[src/hdl/lir_pkg.sv]
`timescale 1ns / 1ps
// Package for the linear interpolation resampler.
// Holds widths, limits, the controller state type and the command and status structs.
// Depends on nothing.
package lir_pkg;

  localparam int SAMPLE_W        = 16;
  localparam int FRAC_W          = 16;
  localparam int OC_W            = 7;
  localparam int DEN_W           = 6;
  localparam int OC_MIN          = 3;
  localparam int OC_MAX          = 64;
  localparam int OC_RESET        = 25;
  localparam int MAX_SAMPLES_DEF = 64;

  typedef enum logic [2:0] {
    ST_LOAD,
    ST_DIV,
    ST_ADDR,
    ST_MUL,
    ST_MIX,
    ST_FIN_ADDR,
    ST_FIN_EMIT
  } state_t;

  typedef struct packed {
    logic take;
    logic mul;
    logic emit;
    logic emit_final;
    logic sel_final;
  } cmd_t;

  typedef struct packed {
    logic run_start;
    logic div_done;
    logic out_free;
    logic interp_last;
  } status_t;

endpackage

[src/hdl/lir_stream_if.sv]
`timescale 1ns / 1ps
// Stream interfaces for input samples and resampled output samples.
// Depends on lir_pkg for the sample width.
interface lir_in_if;
  logic                                 valid;
  logic                                 ready;
  logic signed [lir_pkg::SAMPLE_W-1:0]  sample_in;
  logic                                 last_in;

  modport source (output valid, output sample_in, output last_in, input ready);
  modport sink (input valid, input sample_in, input last_in, output ready);
endinterface

interface lir_out_if;
  logic                                 valid;
  logic                                 ready;
  logic signed [lir_pkg::SAMPLE_W-1:0]  sample_out;
  logic                                 last_out;

  modport source (output valid, output sample_out, output last_out, input ready);
  modport sink (input valid, input sample_out, input last_out, output ready);
endinterface

[src/hdl/linear_interp_resampler_core.sv]
`timescale 1ns / 1ps
// Linear interpolation resampler with 16-bit samples and a 7.16 fixed point phase for 64 samples.
// Input items are taken while loading. The item marked last starts a step division at one
// quotient bit per cycle, then a store read, multiply and mix step for each output item;
// the final item is read straight from the store. Input is not taken again until the run is
// done, and output stalls hold the run.
// Synchronous active high reset returns to loading with an empty store and count 25.
// Depends on lir_pkg, lir_stream_if, lir_ctrl and lir_datapath.
module linear_interp_resampler_core #(
  parameter int MAX_SAMPLES = lir_pkg::MAX_SAMPLES_DEF
) (
  input  logic                     clk,
  input  logic                     rst,
  input  logic                     cfg_we,
  input  logic [lir_pkg::OC_W-1:0] cfg_data,
  lir_in_if.sink                   in_stream,
  lir_out_if.source                out_stream
);

  lir_pkg::cmd_t    cmd;
  lir_pkg::status_t status;

  lir_ctrl u_ctrl (
    .clk    (clk),
    .rst    (rst),
    .status (status),
    .cmd    (cmd)
  );

  lir_datapath #(
    .MAX_SAMPLES (MAX_SAMPLES)
  ) u_datapath (
    .clk        (clk),
    .rst        (rst),
    .cfg_we     (cfg_we),
    .cfg_data   (cfg_data),
    .in_stream  (in_stream),
    .out_stream (out_stream),
    .cmd        (cmd),
    .status     (status)
  );

endmodule

[src/hdl/lir_ram.sv]
`timescale 1ns / 1ps
// Generic RAM with one write port and two registered read ports.
// Depends on nothing.
module lir_ram #(
  parameter int WIDTH = 16,
  parameter int DEPTH = 64
) (
  input  logic                     clk,
  input  logic                     we,
  input  logic [$clog2(DEPTH)-1:0] waddr,
  input  logic [WIDTH-1:0]         wdata,
  input  logic [$clog2(DEPTH)-1:0] raddr_a,
  input  logic [$clog2(DEPTH)-1:0] raddr_b,
  output logic [WIDTH-1:0]         rdata_a,
  output logic [WIDTH-1:0]         rdata_b
);

  logic [WIDTH-1:0] mem [DEPTH];

  always_ff @(posedge clk) begin
    if (we) begin
      mem[waddr] <= wdata;
    end
    rdata_a <= mem[raddr_a];
    rdata_b <= mem[raddr_b];
  end

endmodule

[src/hdl/lir_div.sv]
`timescale 1ns / 1ps
// Restoring divider that produces one quotient bit per cycle.
// Depends on lir_pkg for the divisor width.
module lir_div #(
  parameter int NUM_W = 23
) (
  input  logic                      clk,
  input  logic                      rst,
  input  logic                      start,
  input  logic [NUM_W-1:0]          num,
  input  logic [lir_pkg::DEN_W-1:0] den,
  output logic                      done,
  output logic [NUM_W-1:0]          quo
);

  localparam int CNT_W = (NUM_W > 1) ? $clog2(NUM_W) : 1;

  logic                      busy;
  logic [CNT_W-1:0]          cnt;
  logic [lir_pkg::DEN_W-1:0] divisor;
  logic [lir_pkg::DEN_W-1:0] rem;
  logic [lir_pkg::DEN_W:0]   trial;
  logic                      fits;

  assign trial = {rem, quo[NUM_W-1]};
  assign fits  = trial >= {1'b0, divisor};
  assign done  = busy && (cnt == CNT_W'(NUM_W - 1));

  always_ff @(posedge clk) begin
    if (rst) begin
      busy <= 1'b0;
      cnt  <= '0;
    end else if (start) begin
      busy <= 1'b1;
      cnt  <= '0;
    end else if (busy) begin
      busy <= !done;
      cnt  <= cnt + CNT_W'(1);
    end
  end

  always_ff @(posedge clk) begin
    if (rst) begin
      quo <= '0;
    end else if (start) begin
      quo     <= num;
      rem     <= '0;
      divisor <= den;
    end else if (busy) begin
      if (fits) begin
        rem <= lir_pkg::DEN_W'(trial - {1'b0, divisor});
      end else begin
        rem <= trial[lir_pkg::DEN_W-1:0];
      end
      quo <= {quo[NUM_W-2:0], fits};
    end
  end

endmodule

[src/hdl/lir_ctrl.sv]
`timescale 1ns / 1ps
// Controller state machine for the resampler: load, divide, then walk the outputs.
// Depends on lir_pkg for the state type and the command and status structs.
module lir_ctrl (
  input  logic             clk,
  input  logic             rst,
  input  lir_pkg::status_t status,
  output lir_pkg::cmd_t    cmd
);

  lir_pkg::state_t state;
  lir_pkg::state_t state_next;

  always_ff @(posedge clk) begin
    if (rst) begin
      state <= lir_pkg::ST_LOAD;
    end else begin
      state <= state_next;
    end
  end

  always_comb begin
    state_next = state;
    cmd        = '0;
    case (state)
      lir_pkg::ST_LOAD: begin
        cmd.take = 1'b1;
        if (status.run_start) begin
          state_next = lir_pkg::ST_DIV;
        end
      end
      lir_pkg::ST_DIV: begin
        if (status.div_done) begin
          state_next = lir_pkg::ST_ADDR;
        end
      end
      lir_pkg::ST_ADDR: begin
        state_next = lir_pkg::ST_MUL;
      end
      lir_pkg::ST_MUL: begin
        cmd.mul    = 1'b1;
        state_next = lir_pkg::ST_MIX;
      end
      lir_pkg::ST_MIX: begin
        if (status.out_free) begin
          cmd.emit = 1'b1;
          if (status.interp_last) begin
            state_next = lir_pkg::ST_FIN_ADDR;
          end else begin
            state_next = lir_pkg::ST_ADDR;
          end
        end
      end
      lir_pkg::ST_FIN_ADDR: begin
        cmd.sel_final = 1'b1;
        state_next    = lir_pkg::ST_FIN_EMIT;
      end
      lir_pkg::ST_FIN_EMIT: begin
        cmd.sel_final = 1'b1;
        if (status.out_free) begin
          cmd.emit_final = 1'b1;
          state_next     = lir_pkg::ST_LOAD;
        end
      end
      default: begin
        state_next = lir_pkg::ST_LOAD;
      end
    endcase
  end

endmodule

[src/hdl/lir_datapath.sv]
`timescale 1ns / 1ps
// Datapath of the resampler: sample store, step divider, phase walk, mix and output register.
// Depends on lir_pkg, lir_stream_if, lir_ram and lir_div.
module lir_datapath #(
  parameter int MAX_SAMPLES = lir_pkg::MAX_SAMPLES_DEF
) (
  input  logic                     clk,
  input  logic                     rst,
  input  logic                     cfg_we,
  input  logic [lir_pkg::OC_W-1:0] cfg_data,
  lir_in_if.sink                   in_stream,
  lir_out_if.source                out_stream,
  input  lir_pkg::cmd_t            cmd,
  output lir_pkg::status_t         status
);

  localparam int AW  = $clog2(MAX_SAMPLES);
  localparam int CW  = $clog2(MAX_SAMPLES + 1);
  localparam int PW  = CW + lir_pkg::FRAC_W;
  localparam int SW  = lir_pkg::SAMPLE_W;
  localparam int OW  = lir_pkg::OC_W;
  localparam int FW  = lir_pkg::FRAC_W;
  localparam int DW  = lir_pkg::DEN_W;
  localparam int PRW = SW + FW + 2;

  logic [OW-1:0]        output_count;
  logic [CW-1:0]        loaded_count;
  logic [CW-1:0]        run_n;
  logic [OW-1:0]        run_oc;
  logic                 single;
  logic [PW-1:0]        phase;
  logic [OW-2:0]        k;

  logic                 accept;
  logic                 full;
  logic [CW-1:0]        n_new;
  logic [OW-1:0]        oc_sat;
  logic [PW-1:0]        div_num;
  logic [DW-1:0]        div_den;
  logic [PW-1:0]        phase_step;
  logic                 div_done;

  logic [CW-1:0]        ipart;
  logic [CW-1:0]        nm2;
  logic [CW-1:0]        idx;
  logic [AW-1:0]        raddr_a;
  logic [AW-1:0]        raddr_b;
  logic [SW-1:0]        rdata_a;
  logic [SW-1:0]        rdata_b;

  logic signed [SW:0]   diff;
  logic signed [FW:0]   frac;
  logic signed [PRW-1:0] prod;
  logic signed [SW-1:0] a_reg;
  logic signed [SW+1:0] mixed;

  logic                 out_valid;
  logic signed [SW-1:0] out_sample;
  logic                 out_last;

  assign accept = in_stream.valid && cmd.take;
  assign full   = loaded_count == CW'(MAX_SAMPLES);
  assign n_new  = full ? loaded_count : loaded_count + CW'(1);

  always_comb begin
    if (output_count < OW'(lir_pkg::OC_MIN)) begin
      oc_sat = OW'(lir_pkg::OC_MIN);
    end else if (output_count > OW'(lir_pkg::OC_MAX)) begin
      oc_sat = OW'(lir_pkg::OC_MAX);
    end else begin
      oc_sat = output_count;
    end
  end

  assign div_num = (n_new >= CW'(2)) ? {n_new - CW'(2), {FW{1'b0}}} : '0;
  assign div_den = DW'(oc_sat - OW'(2));

  always_ff @(posedge clk) begin
    if (rst) begin
      output_count <= OW'(lir_pkg::OC_RESET);
    end else if (cfg_we) begin
      output_count <= cfg_data;
    end
  end

  always_ff @(posedge clk) begin
    if (rst) begin
      loaded_count <= '0;
    end else if (accept) begin
      if (in_stream.last_in) begin
        loaded_count <= '0;
      end else if (!full) begin
        loaded_count <= loaded_count + CW'(1);
      end
    end
  end

  always_ff @(posedge clk) begin
    if (rst) begin
      run_n  <= '0;
      run_oc <= OW'(lir_pkg::OC_MIN);
      single <= 1'b0;
    end else if (accept && in_stream.last_in) begin
      run_n  <= n_new;
      run_oc <= oc_sat;
      single <= n_new < CW'(2);
    end
  end

  lir_div #(
    .NUM_W (PW)
  ) u_div (
    .clk   (clk),
    .rst   (rst),
    .start (accept && in_stream.last_in),
    .num   (div_num),
    .den   (div_den),
    .done  (div_done),
    .quo   (phase_step)
  );

  assign ipart = phase[PW-1:FW];
  assign nm2   = run_n - CW'(2);

  always_comb begin
    if (single) begin
      idx = '0;
    end else if (ipart > nm2) begin
      idx = nm2;
    end else begin
      idx = ipart;
    end
  end

  always_comb begin
    if (cmd.sel_final) begin
      raddr_a = AW'(run_n - CW'(1));
    end else begin
      raddr_a = idx[AW-1:0];
    end
    raddr_b = idx[AW-1:0] + AW'(1);
  end

  lir_ram #(
    .WIDTH (SW),
    .DEPTH (MAX_SAMPLES)
  ) u_store (
    .clk     (clk),
    .we      (accept && !full),
    .waddr   (loaded_count[AW-1:0]),
    .wdata   (in_stream.sample_in),
    .raddr_a (raddr_a),
    .raddr_b (raddr_b),
    .rdata_a (rdata_a),
    .rdata_b (rdata_b)
  );

  assign diff = $signed({rdata_b[SW-1], rdata_b}) - $signed({rdata_a[SW-1], rdata_a});
  assign frac = $signed({1'b0, phase[FW-1:0]});

  always_ff @(posedge clk) begin
    if (cmd.mul) begin
      prod  <= PRW'(diff * frac);
      a_reg <= $signed(rdata_a);
    end
  end

  assign mixed = $signed({a_reg[SW-1], a_reg[SW-1], a_reg}) + prod[PRW-1:FW];

  assign status.interp_last = {1'b0, k} == run_oc - OW'(2);

  always_ff @(posedge clk) begin
    if (rst) begin
      phase <= '0;
      k     <= '0;
    end else if (accept && in_stream.last_in) begin
      phase <= '0;
      k     <= '0;
    end else if (cmd.emit) begin
      if (!status.interp_last) begin
        phase <= phase + phase_step;
      end
      k <= k + (OW - 1)'(1);
    end
  end

  always_ff @(posedge clk) begin
    if (rst) begin
      out_valid <= 1'b0;
    end else if (cmd.emit || cmd.emit_final) begin
      out_valid <= 1'b1;
    end else if (out_stream.ready) begin
      out_valid <= 1'b0;
    end
  end

  always_ff @(posedge clk) begin
    if (cmd.emit) begin
      out_sample <= single ? a_reg : mixed[SW-1:0];
      out_last   <= 1'b0;
    end else if (cmd.emit_final) begin
      out_sample <= $signed(rdata_a);
      out_last   <= 1'b1;
    end
  end

  assign in_stream.ready       = cmd.take;
  assign out_stream.valid      = out_valid;
  assign out_stream.sample_out = out_sample;
  assign out_stream.last_out   = out_last;

  assign status.run_start = accept && in_stream.last_in;
  assign status.div_done  = div_done;
  assign status.out_free  = !out_valid || out_stream.ready;

endmodule
[src/flat_wrapper.sv]
// flat-port wrapper written by rule: the top's interface ports become plain ports
module linear_interp_resampler_core_flat 
#(
  parameter int MAX_SAMPLES = lir_pkg::MAX_SAMPLES_DEF
)
  (clk, rst, cfg_we, cfg_data, in_stream_valid, in_stream_sample_in, in_stream_last_in, in_stream_ready, out_stream_valid, out_stream_sample_out, out_stream_last_out, out_stream_ready);
  lir_in_if in_stream_i ();
  lir_out_if out_stream_i ();
  input  logic clk;
  input  logic rst;
  input  logic cfg_we;
  input  logic [lir_pkg::OC_W-1:0] cfg_data;
  input wire logic [$bits(in_stream_i.valid)-1:0] in_stream_valid;
  input wire logic [$bits(in_stream_i.sample_in)-1:0] in_stream_sample_in;
  input wire logic [$bits(in_stream_i.last_in)-1:0] in_stream_last_in;
  output wire logic [$bits(in_stream_i.ready)-1:0] in_stream_ready;
  output wire logic [$bits(out_stream_i.valid)-1:0] out_stream_valid;
  output wire logic [$bits(out_stream_i.sample_out)-1:0] out_stream_sample_out;
  output wire logic [$bits(out_stream_i.last_out)-1:0] out_stream_last_out;
  input wire logic [$bits(out_stream_i.ready)-1:0] out_stream_ready;
  assign in_stream_i.valid = in_stream_valid;
  assign in_stream_i.sample_in = in_stream_sample_in;
  assign in_stream_i.last_in = in_stream_last_in;
  assign in_stream_ready = in_stream_i.ready;
  assign out_stream_valid = out_stream_i.valid;
  assign out_stream_sample_out = out_stream_i.sample_out;
  assign out_stream_last_out = out_stream_i.last_out;
  assign out_stream_i.ready = out_stream_ready;
  linear_interp_resampler_core #(.MAX_SAMPLES(MAX_SAMPLES)) u_core (.clk(clk), .rst(rst), .cfg_we(cfg_we), .cfg_data(cfg_data), .in_stream(in_stream_i), .out_stream(out_stream_i));
endmodule
[config.mk]
export PLATFORM = sky130hd
export DESIGN_NAME = linear_interp_resampler_core_flat
export DESIGN_NICKNAME = d
export VERILOG_FILES = /design/src/hdl/lir_pkg.sv /design/src/hdl/lir_stream_if.sv /design/src/hdl/linear_interp_resampler_core.sv /design/src/hdl/lir_ram.sv /design/src/hdl/lir_div.sv /design/src/hdl/lir_ctrl.sv /design/src/hdl/lir_datapath.sv /design/src/flat_wrapper.sv
export SDC_FILE = /design/constraint.sdc
export NUM_CORES = 2
export LEC_CHECK = 0
export ABC_AREA = 1
export BUFFER_PORTS_ARGS = -buffer_cell sky130_fd_sc_hd__buf_2
export CELL_PAD_IN_SITES_DETAIL_PLACEMENT = 0
export CELL_PAD_IN_SITES_GLOBAL_PLACEMENT = 1
export CORE_ASPECT_RATIO = 0.6
export CORE_UTILIZATION = 38
export CTS_CLUSTER_SIZE = 16
export DETAILED_ROUTE_END_ITERATION = 7
export HOLD_SLACK_MARGIN = 0.15
export PLACE_DENSITY = 0.64
export SYNTH_ARGS = -nofsm -noshare
export SYNTH_HDL_FRONTEND = slang
export SYNTH_HIERARCHICAL = 1
export SYNTH_SLANG_ARGS = --single-unit
[constraint.sdc]
create_clock -name clk -period 7.7 [get_ports clk]
set_input_delay 1.54 -clock clk [delete_from_list [all_inputs] [get_ports clk]]
set_output_delay 1.54 -clock clk [all_outputs]
set_load 0.1 [all_outputs]
After elaboration in Yosys (flattened, before gate mapping)
Memories as Yosys holds them, arrays and structs flattened. A register that Yosys moved wholly into a read port is not among the register bits.
Cells that the tools add are included.
{"block": "word_totals", "regBits": 168, "ram_bits": 1024, "input_bits": 29, "out_inout_bits": 19, "elab_cells": 106, "mem_count": 1}
{"block": "classes", "n_addsub": 13, "mul": 1, "n_lt_le_gt_ge": 6, "n_eq_ne": 13, "mux": 33, "bitwise": 2, "n_reduce_logical": 19}
{"memory": "u_core.u_datapath.u_store.mem", "depth": 64, "width": 16, "rd": 2, "rd_ports_with_merged_regs": 2, "wr": 1, "line_no": "lir_ram.sv:18", "source": "logic [WIDTH-1:0] mem [DEPTH];"}
{"cell": "23-bit two-way mux", "count": 3}
{"cell": "16-bit two-way mux", "count": 3}
{"cell": "17-bit by 17-bit multiplier with 32-bit output", "count": 1}
{"cell": "6-bit two-way mux", "count": 5}
{"cell": "7-bit two-way mux", "count": 4}
{"cell": "23-bit adder", "count": 1}
{"cell": "3-bit one-hot mux with 7 select lines", "count": 1}
{"cell": "7-bit by 2-bit subtractor with 7-bit output, second input constant", "count": 3}
{"cell": "16-bit by 16-bit subtractor with 17-bit output", "count": 1}
{"cell": "16-bit adder", "count": 1}
{"cell": "3-bit two-way mux", "count": 5}
{"cell": "7-bit by 2-bit less-than comparator with 1-bit output, second input constant", "count": 2}
{"cell": "6-bit by 1-bit adder with 6-bit output, second input constant", "count": 2}
{"cell": "1-bit two-way mux", "count": 12}
{"cell": "3-bit equality test, second input constant", "count": 3}
{"cell": "7-bit by 1-bit adder with 7-bit output, second input constant", "count": 1}
{"cell": "6-bit by 7-bit equality test with 1-bit output", "count": 1}
{"cell": "7-bit equality test, second input constant", "count": 1}
{"cell": "7-bit by 2-bit >= comparator with 1-bit output, second input constant", "count": 1}
{"cell": "7-bit by 6-bit >= comparator with 1-bit output", "count": 1}
{"cell": "7-bit greater-than comparator", "count": 1}
{"cell": "7-bit greater-than comparator, second input constant", "count": 1}
{"cell": "3-bit by 2-bit equality test with 1-bit output, second input constant", "count": 2}
{"cell": "2-bit AND reduction", "count": 3}
{"cell": "other kinds (16)", "count": 28}

Logic depth before layout (Yosys ltp)
{"block": "depth", "ltp_word": 6, "mapped_depth": 40, "mapped_depth_nobuf": 39}

Hierarchy
Netlist, hierarchy kept.
{"mod": "lir_ram", "instances": 1, "cells_each": 5920, "area_each_um2": 53077.2, "seq_area_each_um2": 31390.1}
{"mod": "lir_datapath", "instances": 1, "cells_each": 2433, "area_each_um2": 18332.6, "seq_area_each_um2": 2642.5}
{"mod": "lir_div", "instances": 1, "cells_each": 292, "area_each_um2": 2228.4, "seq_area_each_um2": 940.9}
{"mod": "lir_ctrl", "instances": 1, "cells_each": 40, "area_each_um2": 226.5, "seq_area_each_um2": 60.1}

Worst setup path after synthesis
No wires, ideal clock.
{"block": "synth_path", "path_type": "flip-flop to flip-flop", "from": "register u_core.u_datapath.u_store.rdata_a[0] (read register of u_core.u_datapath.u_store.mem)", "to": "register u_core.u_datapath.prod[31] (data pin)", "setup_time_ns": 0.252, "arrival_ns": 6.294, "required_time_ns": 7.448, "path_slack_ns": 1.154, "path_stages_with_launch": 33, "n_path_buf": 1, "period_less_slack_ns": 6.546, "path_cell_list": "dfxtp_1 > ha_1 > inv_1 > fa_1 > nand2_1 > nand2_1 > nand3_1 > nand2_2 > nand2_1 > nand3_2 > nand2_4 > nor2_1 > fa_1 > inv_1 > fa_1 > clkbuf_1 > xor2_1 > xor2_1 > fa_1 > fa_1 > inv_1 > fa_1 > inv_1 > ha_1 > inv_1 > nor3_1 > nand2_1 > nor3_1 > nand2_1 > o211ai_1 > inv_1 > nand2_1 > nand2_1"}
{"block": "synth_via", "elab_chain_cells": 2}
{"item": "start: declaration", "line_no": "lir_ram.sv:14", "source": "output logic [WIDTH-1:0] rdata_a,"}
{"item": "16-bit by 16-bit subtractor with 17-bit output", "line_no": "lir_datapath.sv:158", "source": "assign diff = $signed({rdata_b[SW-1], rdata_b}) - $signed({rdata_a[SW-1], rdata_a});"}
{"item": "17-bit by 17-bit multiplier with 32-bit output", "line_no": "lir_datapath.sv:163", "source": "prod <= PRW'(diff * frac);"}
{"item": "end signal: assignment", "line_no": "lir_datapath.sv:163"}
{"item": "end: declaration", "line_no": "lir_datapath.sv:53", "source": "logic signed [PRW-1:0] prod;"}
Every way passes these cells.
A chain may end at the register's enable or synchronous reset.

Worst setup path after layout
{"block": "layout_path", "from": "register u_core.u_datapath.u_store.rdata_a[0] (read register of u_core.u_datapath.u_store.mem)", "to": "register u_core.u_datapath.prod[20] (data pin)"}
Same word-level chain as after synthesis.

==> parameters.txt <==
Parameter                              Value

Run status
  Run status ... complete, no violations

Route
  Total wire length after detailed routing ... 293000 µm
  Metal2 WL ... 109000 µm
  Met3 WL post-DR ... 37100 µm
  Highest Signal Layer ... met4
  Detailed-route wire length on metal 1 ... 141000 µm
  Number of routed nets with antenna violations ... 0
  Via/cell ratio ... 5.58
  Number of DRC markers in iteration 0 ... 8020
  Number of detailed-routing iterations run before antenna repair ... 6
  DRC violations left ... 0
  Average wire per cell in the routed design ... 26.0 µm
  Overall via count from detail_route ... 62900

Timing
  Fin crit period ... 7.37 ns
  Setup repair after global routing missed its margin ... true
  Final Hold Fails ... 0
  Share of the cycle needed by the critical path after routing ... 95.7%
  Count of endpoints failing setup in the final report ... 0
  Maximum clock rate ... 0.136 GHz
  Worst Max-Slew Pin Slew ... 1.38 ns
  Post-Route Hold Slack ... 0.432 ns
  Max Transition Viols Final ... 0
  Worst setup skew after layout ... 0.0284 ns
  Remaining max-slew budget at the tightest pin ... 8.11%

Synthesis
  Post-synth EDFFs ... 1084
  Seq/Total Area, Yosys ... 47.4%
  #FFs+latches synth ... 1208
  Gate count of the mapped netlist ... 8685
  Share of Yosys cell area claimed by the top area cell type ... 44.1%
  Leading register cell type out of synthesis ... sky130_fd_sc_hd__edfxtp_1
  Share of synthesized flip-flops with an asynchronous set or reset ... 0%
  Total standard cell area after synthesis ... 0.0739 mm²
  Unique cell type count in the Yosys netlist ... 68
  Biggest area contributors in the synthesized netlist ... sky130_fd_sc_hd__edfxtp_1 44%, sky130_fd_sc_hd__nand2_1 16%, sky130_fd_sc_hd__nand3_1 13%
  Syn Area/Cell ... 8.50 µm²
  Library cell with the largest summed area after synthesis ... sky130_fd_sc_hd__edfxtp_1
  Yosys synthesis warning count ... 6

Worst setup path
  Data arrival time of the critical path ... 7.89 ns
  Master of the slowest instance on the critical path ... sky130_fd_sc_hd__fa_1
  Cell type with the highest occurrence count on the critical path ... sky130_fd_sc_hd__nand2_1
  Req. time, crit path ... 8.22 ns
  Category of the worst setup path launch point ... register
  Biggest fanout along the worst timing path ... 7
  Crit path largest cell delay ... 0.56 ns
  Kind of end point of the critical path ... register
  Critical path start-end classification ... reg -> reg

Clock tree
  Clock sinks ... 1208
  Root Buffer ... sky130_fd_sc_hd__clkbuf_16
  CTS Hold Buffers Added ... 0
  Clock Path Buffers ... 3
  CTS Buf Count ... 121
  Clock insertion delay at the later pin of the skew report ... 0.77 ns
  CTS tree ... built
  Number of H-tree branching levels ... 3
  Clock-pin slew reported for the worst setup and hold paths after clock tree synthesis ... 0.07 ns

Floorplanning
  Core area ... 0.192 mm²
  Effective utilization at floorplan ... 38.5%
  Std-Cell Rows ... 124
  Die height ... 344 µm
  Boundary pin count ... 48
  Horizontal die dimension ... 571 µm
  DIE AREA ... 0.196 mm²

Cells and area
  Commonest cells after routing, fill and taps aside ... 3126 x sky130_fd_sc_hd__nand2_1, 1860 x sky130_fd_sc_hd__nand3_1, 1084 x sky130_fd_sc_hd__edfxtp_1
  Most common cell after layout, fill and taps aside ... sky130_fd_sc_hd__nand2_1
  Layout net count ... 9024
  Final cell count without fillers ... 11300
  Fraction of layout instances using a drive strength above 1 ... 6.93%
  Register ranked first by flip-flop count ... u_core/u_datapath/u_store/mem
  Largest regs ... u_core/u_datapath/u_store/mem: 1024 flops, u_core/u_datapath/phase: 23 flops, u_core/u_datapath/u_div/quo: 23 flops
  Flip-flop count of the largest register, all copies and words added ... 1024
  Area growth syn-to-layout ... 8.97%

Global routing
  Overall routing resource usage ... 29.4%
  Number of global-route vias before repair ... 58300
  Final global-route overflow total ... 0
  First-pass GRT wire length ... 420000 µm
  Initial antenna violation count ... 5
  Maximum number of pins on one net before global-route repair ... 199

Min path
  Worst Hold Class ... reg -> reg

Place
  DP Wirelength ... 184000 µm
  Weighted congestion at the end of routability-driven global placement ... 0.933
  Number of cells after detailed placement ... 11000
  IO buf count ... 47

Power
  Leakage ... 33.3 nW
  Total power of the final layout ... 15.2 mW
  Cell area power density ... 189 mW/mm²
  Worst voltage drop across the vdd grid ... 198 µV

Run
  Max-capacitance violation count ... 0
## worst paths after layout
check | start | endpoint | slack (ns) | depth (start not counted)
min reg2reg | u_core/u_datapath/u_store/rdata_a[7] | u_core/u_datapath/a_reg[7] | 0.43 | 0
max reg2reg | u_core/u_datapath/u_store/rdata_a[0] | u_core/u_datapath/prod[20] | 0.33 | 32
min | u_core/u_datapath/u_store/rdata_a[7] | u_core/u_datapath/a_reg[7] | 0.43 | 0
max | u_core/u_datapath/u_store/rdata_a[0] | u_core/u_datapath/prod[20] | 0.33 | 32
## cell families (layout without fill, tap and decap cells)
group	Yosys count	after routing	synth area share [%]
adders and majority gates	425	425	9.86
other	1	19	0.00508
xor gates and xnor gates	88	88	1.08
DFF	1208	1208	47.4
AOI/OAI and AO/OA	324	324	2.54
buffers and inverters	1163	1138	7.66
muxes	1	1	0.0136
and+or+nand+nor	5475	5475	31.4
## per-layer routing
metal / global-route usage [%] / vias to the layer above
met3: 9.39 / 354
li1: - / 28500
met4: 6.14 / 0
met2: 37.6 / 3222
met5: 0 / -
met1: 46.8 / 30800
## layout make-up
class                           instances  area, µm²
Antenna cell                            3       7.51
Clock buffer                          156       3260
Clock inverter                         72        639
Fill cell                           18900     111000
Inverter                              658       2570
Multi-Input combinational cell       6329      33700
Sequential cell                      1208      35000
Tap cell                             2583       3230
Timing Repair Buffer                  252       2090
## worst max-delay path, delay by kind of cell (launching register included)
kind | cells | cell delay, ns
adder cells (fa/ha/maj) | 9 | 4.11
AND/OR/NAND/NOR | 14 | 1.78
buffers and inverters | 7 | 0.49
AO/OA/AOI/OAI | 2 | 0.38
flip-flops | 1 | 0.35
## metrics by stage
step | worst slack [ns] | utilization [%] | instance area [µm²] | TNS (ns)
final | 0.328 | 42.0 | 80500 | 0
after detailed placement | 0.285 | 39.9 | 76500 | 0
after CTS | 0.254 | 41.9 | 80400 | 0
after global placement | 0.252 | 39.9 | 76500 | 0
after floorplan | 1.15 | - | 73900 | 0
after global routing | -0.0518 | 42.0 | 80500 | -0.0590
## synthesized netlist by cell type (all sizes together), types with 4 or more instances
cell    number
nor2       382
nand2     3149
a21o         9
xnor2       21
a21oi      125
fa         262
o22ai       17
buf        419
nand3b       5
nor4        11
or2          8
clkinv      10
nor3        26
a21boi       4
o211ai      10
inv        648
a31oi        6
edfxtp    1084
clkbuf      86
dfxtp      124
o221ai      11
nand3     1866
xor2        67
ha         163
o21ai      117
nand4       25
o21a         5
o21bai       6
## power by group
group	switching (mW)	internal, mW	total (mW)
Sequential	0.0870	7.26	7.34
Combinational	1.35	0.451	1.80
Clock	2.75	3.31	6.06
Total	4.18	11.0	15.2
## what timing repair did
item                       in CTS  in global routing
buffers inserted                0                  3
gates resized for setup         0                 25
setup endpoints to repair       0                 13
Note: power is estimated with default switching activity, not from simulation.
